File: src/rtl/core/hsfc_pkg.sv
// Package for the binary16/binary32 converter: payload types, constants, helpers.
// No dependencies.
package hsfc_pkg;

   localparam logic REQ_S2H = 1'b0;
   localparam logic REQ_H2S = 1'b1;

   localparam logic [15:0] HALF_QNAN = 16'h7e00;
   localparam logic [15:0] HALF_INF  = 16'h7c00;
   localparam logic [7:0]  SINGLE_EXP_MAX = 8'hff;
   localparam logic [4:0]  HALF_EXP_MAX = 5'h1f;

   typedef struct packed {
      logic        req_type;
      logic [31:0] single_bits;
      logic [15:0] half_bits;
   } req_type_type;

   typedef struct packed {
      logic [31:0] result_bits;
   } rsp_type;

   // Stage 1 to stage 2: decoded fields and case flags.
   typedef struct packed {
      logic        dir;
      logic        sign;
      logic        special;     // result fully known already
      logic [31:0] fixed;       // that result
      logic [4:0]  hexp;        // binary16 exponent for normal results
      logic        sub;         // binary16 subnormal result
      logic [3:0]  shift;       // 1..11 for subnormal results
      logic [23:0] mant;        // significand with hidden bit
      logic [9:0]  hm;          // half mantissa for normalisation
   } s1_type;

   // Stage 2 to stage 3: truncated result and rounding decision.
   typedef struct packed {
      logic        dir;
      logic        sign;
      logic        special;
      logic [31:0] fixed;
      logic [4:0]  hexp;
      logic        sub;
      logic [10:0] trunc;
      logic        round_up;
      logic [3:0]  lz;          // leading zeros of a half subnormal
      logic [9:0]  hm;
   } s2_type;

endpackage

File: src/rtl/core/hsfc_if.sv
// Valid/ready channel carrying one payload of a given type.
// No dependencies; the payload type is a parameter.
interface hsfc_if #(parameter type payload_type = logic);
   logic        valid;
   logic        ready;
   payload_type data;
   modport source (output valid, output data, input ready);
   modport sink   (input valid, input data, output ready);
endinterface

File: src/rtl/core/hsfc_decode.sv
// First stage logic: field decode and classification of the operand.
// Depends on hsfc_pkg.
module hsfc_decode (
   input  hsfc_pkg::req_type_type req,
   output hsfc_pkg::s1_type       dec
);
   import hsfc_pkg::*;

   logic [7:0] e;
   logic [22:0] m;
   logic [4:0] he5;
   logic [9:0] he;   // biased exponent minus 112, two's complement

   always_comb begin
      e   = req.single_bits[30:23];
      m   = req.single_bits[22:0];
      he  = {2'b00, e} - 10'd112;
      he5 = req.half_bits[14:10];
      dec = '0;
      dec.dir  = req.req_type;
      dec.mant = {1'b1, m};
      dec.hm   = req.half_bits[9:0];
      if (req.req_type == REQ_S2H) begin
         dec.sign = req.single_bits[31];
         dec.hexp = he[4:0];
         dec.fixed = {16'h0, req.single_bits[31], 15'h0};
         if (e == SINGLE_EXP_MAX) begin
            dec.special = 1'b1;
            dec.fixed[14:0] = (m != '0) ? HALF_QNAN[14:0] : HALF_INF[14:0];
         end else if (!he[9] && he >= 10'd31) begin
            dec.special = 1'b1;
            dec.fixed[14:0] = HALF_INF[14:0];
         end else if (he[9] || he == '0) begin
            if (he[9] && he < 10'h3f6) begin
               dec.special = 1'b1;   // below half the smallest subnormal
            end else begin
               dec.sub = 1'b1;
               dec.shift = 4'(10'd1 - he);
            end
         end
      end else begin
         dec.sign = req.half_bits[15];
         dec.fixed = {req.half_bits[15], 31'h0};
         if (he5 == HALF_EXP_MAX) begin
            dec.special = 1'b1;
            dec.fixed[30:0] = {8'hff, req.half_bits[9:0], 13'h0};
         end else if (he5 != '0) begin
            dec.special = 1'b1;
            dec.fixed[30:0] = {8'(he5) + 8'd112, req.half_bits[9:0], 13'h0};
         end else if (req.half_bits[9:0] == '0) begin
            dec.special = 1'b1;
         end
      end
   end
endmodule

File: src/rtl/core/hsfc_round.sv
// Second stage logic: truncation, rounding decision, subnormal leading-zero count.
// Depends on hsfc_pkg.
module hsfc_round (
   input  hsfc_pkg::s1_type s1,
   output hsfc_pkg::s2_type s2
);
   import hsfc_pkg::*;

   logic [23:0] rmask;
   logic        rbit, sticky;

   always_comb begin
      s2 = '0;
      s2.dir = s1.dir;
      s2.sign = s1.sign;
      s2.special = s1.special;
      s2.fixed = s1.fixed;
      s2.hexp = s1.hexp;
      s2.sub = s1.sub;
      s2.hm = s1.hm;
      rmask = '0;
      rbit = 1'b0;
      if (s1.sub) begin
         s2.trunc = 11'(s1.mant >> (5'(s1.shift) + 5'd13));
         rbit = s1.mant[5'(s1.shift) + 5'd12];
         rmask = (24'd1 << (5'(s1.shift) + 5'd12)) - 24'd1;
      end else begin
         s2.trunc = {1'b0, s1.mant[22:13]};
         rbit = s1.mant[12];
         rmask = 24'h000fff;
      end
      sticky = (s1.mant & rmask) != '0;
      s2.round_up = rbit && (sticky || s2.trunc[0]);
      s2.lz = 4'd10;
      for (int i = 0; i < 10; i++) begin
         if (s1.hm[i]) s2.lz = 4'(9 - i);
      end
   end
endmodule

File: src/rtl/core/hsfc_pack.sv
// Third stage logic: apply rounding with carry, normalise half subnormals, pack.
// Depends on hsfc_pkg.
module hsfc_pack (
   input  hsfc_pkg::s2_type s2,
   output hsfc_pkg::rsp_type rsp
);
   import hsfc_pkg::*;

   logic [11:0] sum;
   logic [5:0]  ex;
   logic [9:0]  nm;

   always_comb begin
      sum = {1'b0, s2.trunc} + {11'h0, s2.round_up};
      ex  = {1'b0, s2.hexp} + {5'h0, sum[10]};
      nm  = s2.hm << (5'(s2.lz) + 5'd1);
      if (s2.special) begin
         rsp.result_bits = s2.fixed;
      end else if (s2.dir == REQ_H2S) begin
         rsp.result_bits = {s2.sign, 8'd113 - 8'(s2.lz) - 8'd1, nm, 13'h0};
      end else if (s2.sub) begin
         // A carry out of the subnormal field lands on the smallest normal.
         rsp.result_bits = {16'h0, s2.sign, 4'h0, sum[10:0]};
      end else if (ex >= 6'd31) begin
         rsp.result_bits = {16'h0, s2.sign, HALF_INF[14:0]};
      end else begin
         rsp.result_bits = {16'h0, s2.sign, ex[4:0], sum[9:0]};
      end
   end
endmodule

File: src/rtl/core/half_single_float_converter_top.sv
// Binary16/binary32 converter, three register stages (decode, round, pack), the last
// of which is the output register; one request per cycle, the whole pipeline
// advancing unless the last stage holds an untaken result.
// Depends on hsfc_pkg, hsfc_if, hsfc_decode, hsfc_round and hsfc_pack.
module half_single_float_converter_top (
   input  logic clock,
   input  logic reset,
   hsfc_if.sink   req,
   hsfc_if.source rsp
);
   import hsfc_pkg::*;

   s1_type  s1_ff, s1_in;
   s2_type  s2_ff, s2_in;
   rsp_type o_ff, o_in;
   logic v1_ff, v2_ff, v3_ff;
   logic adv;

   assign adv = !v3_ff || rsp.ready;
   assign req.ready = adv;
   assign rsp.valid = v3_ff;
   assign rsp.data  = o_ff;

   hsfc_decode u_dec (.req(req.data), .dec(s1_in));
   hsfc_round  u_rnd (.s1(s1_ff), .s2(s2_in));
   hsfc_pack   u_pck (.s2(s2_ff), .rsp(o_in));

   always_ff @(posedge clock) begin
      if (reset) begin
         v1_ff <= 1'b0;
         v2_ff <= 1'b0;
         v3_ff <= 1'b0;
      end else if (adv) begin
         v1_ff <= req.valid;
         v2_ff <= v1_ff;
         v3_ff <= v2_ff;
      end
   end

   always_ff @(posedge clock) begin
      if (adv) begin
         s1_ff <= s1_in;
         s2_ff <= s2_in;
         o_ff  <= o_in;
      end
   end
endmodule
File: src/flat_wrapper.sv
// flat-port wrapper written by rule: the top's interface ports become plain ports
module half_single_float_converter_top_flat import hsfc_pkg::*;
  (clock, reset, req_valid, req_data, req_ready, rsp_valid, rsp_data, rsp_ready);
  hsfc_if req_i ();
  hsfc_if rsp_i ();
  input  logic clock;
  input  logic reset;
  input wire logic [$bits(req_i.valid)-1:0] req_valid;
  input wire logic [$bits(req_i.data)-1:0] req_data;
  output wire logic [$bits(req_i.ready)-1:0] req_ready;
  output wire logic [$bits(rsp_i.valid)-1:0] rsp_valid;
  output wire logic [$bits(rsp_i.data)-1:0] rsp_data;
  input wire logic [$bits(rsp_i.ready)-1:0] rsp_ready;
  assign req_i.valid = req_valid;
  assign req_i.data = req_data;
  assign req_ready = req_i.ready;
  assign rsp_valid = rsp_i.valid;
  assign rsp_data = rsp_i.data;
  assign rsp_i.ready = rsp_ready;
  half_single_float_converter_top u_core (.clock(clock), .reset(reset), .req(req_i), .rsp(rsp_i));
endmodule
File: config.mk
export PLATFORM = sky130hd
export DESIGN_NAME = half_single_float_converter_top_flat
export DESIGN_NICKNAME = d
export VERILOG_FILES = /design/src/rtl/core/hsfc_pkg.sv /design/src/rtl/core/hsfc_if.sv /design/src/rtl/core/hsfc_decode.sv /design/src/rtl/core/hsfc_round.sv /design/src/rtl/core/hsfc_pack.sv /design/src/rtl/core/half_single_float_converter_top.sv /design/src/flat_wrapper.sv
export SDC_FILE = /design/constraint.sdc
export NUM_CORES = 1
export LEC_CHECK = 0
export ABC_AREA = 1
export BUFFER_PORTS_ARGS = -buffer_cell sky130_fd_sc_hd__buf_2
export CORE_AREA = 2 2 39 41
export DETAILED_ROUTE_END_ITERATION = 16
export DIE_AREA = 0 0 41 43
export GPL_TIMING_DRIVEN = 0
export PLACE_DENSITY = 0.36
export SLEW_MARGIN = 5
export SYNTH_ARGS = -nofsm -noshare
export SYNTH_HDL_FRONTEND = slang
export SYNTH_SLANG_ARGS = --single-unit
File: constraint.sdc
create_clock -name clock -period 0.8 [get_ports clock]
set_input_delay 0.08 -clock clock [delete_from_list [all_inputs] [get_ports clock]]
set_output_delay 0.08 -clock clock [all_outputs]
set_load 0.005 [all_outputs]
==> metrics.csv <==
stage;metric;value;unit
worst_setup_path;Startpoint Class;register;
worst_setup_path;arrival time at the worst endpoint;0.73;ns
worst_setup_path;Worst EP required;0.72;ns
sta;RSZ-0062 raised after global routing;true;
floorplanning;io pins;8;
cts;total CTS buffers;3;
power_and_ir_drop;Design Power;0.4758;mW
detailed_routing;DR WL/cell;6.563;µm
detailed_routing;total routed wirelength;315;µm
worst_setup_path;critical path class;register to output port;
power_and_ir_drop;Net Switching;0.1036;mW
floorplanning;Initial Utilization;9.946;%
cts;hold_buf cts;0;
status;failing checks;setup timing;
placed_design;pre-CTS setup slack;0.04570;ns
placed_design;routability cong.;0.6456;
job;Max Cap Viol;0;
grt;first-pass GRT wire length;510;µm
sta;final setup TNS;-0.01503;ns
cts;CTS Sinks;3;
grt;largest net degree at the start of global routing;4;
yosys;sequential-to-total area share from yosys stat;43.64;%
cts;Root Driver;clkbuf_4;
detailed_routing;Residual DRC;0;
worst_setup_path;Max FO, Critical Path;3;
worst_setup_path;CP cell instances;nand2_2 -> buf_2;
sta;min cycle time layout;0.8146;ns
detailed_routing;Avg Vias per Cell;3.333;
floorplanning;overall die height;43;µm
sta;Fin. Hold Viols;0;
worst_setup_path;critical path's largest stage delay;0.34;ns
floorplanning;Core Region;1384;µm²
sta;Final setup viols;2;
detailed_routing;met1 wire length;104;µm
final_layout;layout cell share with drive strength beyond 1;46.88;%
yosys;Cells after Synth;21;
detailed_routing;metal2 WL;155;µm
grt;GR Overflow Total;0;
worst_setup_path;crit end category;output port;
final_layout;final layout net count;38;
detailed_routing;top routing layer used;met4;
power_and_ir_drop;Logic pwr share;10.5;%
floorplanning;Die W;41;µm
placed_design;Port Buf Inserts;5;
sta;final setup margin;-0.01465;ns
yosys;total number of yosys warnings;0;
detailed_routing;met3 wire length;40;µm
power_and_ir_drop;Power Internal;0.3722;mW
power_and_ir_drop;Sw Ratio;21.77;%
yosys;Post-Syn Area;137.6;µm²
cts;CTS H-Tree Depth;1;
final_layout;Layout area overhead;65.45;%
cts;CTS tree;done;
detailed_routing;via count;160;
sta;fin crit share;101.8;%
grt;Global Route Usage Sum;5.311;%
cts;CTS clock-pin slew for the worst setup and hold paths;0.03;ns
detailed_routing;drt initial violations;4;
power_and_ir_drop;Power per Cell Area;2089;nW/µm²
hold_path;Hold Path Class;input port to register;
power_and_ir_drop;share of power burned in registers;34.6;%
power_and_ir_drop;Lkg Pwr;0.1141;nW
sta;Final Skew;0.0007786;ns
yosys;Syn Nets;26;
yosys;Synth Area per Inst;6.554;µm²
final_layout;number of diodes;0;
sta;final max-slew violation count;0;
status;outcome;finished with violations;
floorplanning;Die Footprint;1763;µm²
grt;initial antenna violation count;0;
cts;clk_lat worst skew;0.23;ns
worst_setup_path;Slowest-stage cell, CP;dfxtp_2;
detailed_routing;Routed Antenna Nets;0;
detailed_routing;Detailed Routing Iterations Pass 1;5;
floorplanning;Cell Rows;14;
yosys;Yosys reg bits;3;
sta;fmax;1228;MHz
cts;clock buffer depth;2;
grt;number of global-route vias before repair;144;
yosys;post-synthesis cell type count;10;
power_and_ir_drop;worst vdd ir;0.0007314;V
power_and_ir_drop;Clock power frac;54.9;%
[cells in the mapped netlist]
cell type | n | area share (%)
inv_1 | 4 | 11
nor2_1 | 4 | 11
dfxtp_1 | 3 | 44
nand2_1 | 3 | 8.2
nand3_1 | 2 | 7.3
a21oi_1 | 1 | 3.6
buf_4 | 1 | 5.5
conb_1 | 1 | 2.7
inv_2 | 1 | 2.7
nor2_2 | 1 | 4.5
[worst max-delay path: cells and delay by family (launching register included)]
family / cells / cell delay, ns
simple gates: 1 / 0.05
flops: 1 / 0.34
buf+inv: 1 / 0.12
[per-layer routing]
layer	track usage, %	vias to the layer above
li1	-	79
met1	3.195	68
met2	6.875	9
met3	7.853	4
met4	4.000	0
met5	0	-
[cell type report]
type | count | area (µm²)
Buffer | 1 | 7.507
Fill cell | 161 | 1156
Multi-Input combinational cell | 12 | 53.80
Clock buffer | 4 | 26.28
Sequential cell | 3 | 61.31
Timing Repair Buffer | 7 | 40.04
Inverter | 5 | 18.77
Tap cell | 16 | 20.02
[flip-flops by register name (all words and copies together) (netlist names)]
| signal | cells |
|---|---|
| u_core.v1_ff | 1 |
| u_core.v2_ff | 1 |
| u_core.rsp.valid | 1 |
[power groups by stage]
stage	logic (mW)	clock network, mW	registers (mW)
after floorplan	0.0250	0	0.167
after global placement	0.0414	0	0.168
after detailed placement	0.0411	0	0.168
after CTS	0.0492	0.274	0.165
after global routing	0.0563	0.296	0.165
final	0.0499	0.261	0.165
[logic make-up (layout without fill, tap and decap cells)]
family,count (synthesis),after routing,synth area share [%]
buffers and inverters,6,17,19.09
flip-flops,3,3,43.64
other,1,1,2.725
AND/OR/NAND/NOR,10,10,30.91
AO/OA/AOI/OAI,1,1,3.633
[timing repair]
item / 4_1_cts / 5_1_grt
pin swaps: 1 / 1
setup endpoints to repair: 2 / 3
gates cloned: 0 / 0
gates resized for setup: 2 / 0
buffers inserted: 2 / 0
[final timing paths]
path | startpoint | endpoint | slack [ns] | cells past startpoint
max reg2reg | u_core.rsp.valid | u_core.v2_ff | 0 | 5
min reg2reg | u_core.v2_ff | u_core.rsp.valid | 0.48 | 2
max | u_core.rsp.valid | req_ready | -0.01 | 2
min | reset | u_core.rsp.valid | 0.03 | 2
[cell usage in the layout, fill, tap and decap left out]
cell type,instances
nor2_2,1
buf_2,5
conb_1,1
buf_4,3
nand2_2,1
clkbuf_4,3
nor2_1,4
dfxtp_1,2
nand2_1,2
inv_2,1
clkbuf_1,1
nand3_1,2
a21oi_1,1
dfxtp_2,1
inv_1,4
[stage by stage]
stage	hold WS [ns]	utilization [%]	instances	cell area, µm²
global route	0.01706	16.46	48	227.7
CTS	0.003940	16.46	48	227.7
detailed placement	0.2571	13.20	42	182.7
floorplan	0.1491	-	21	137.6
finish	0.02727	16.46	48	227.7
global placement	0.2599	13.20	42	182.7
Power figures use the tool's default switching activity.
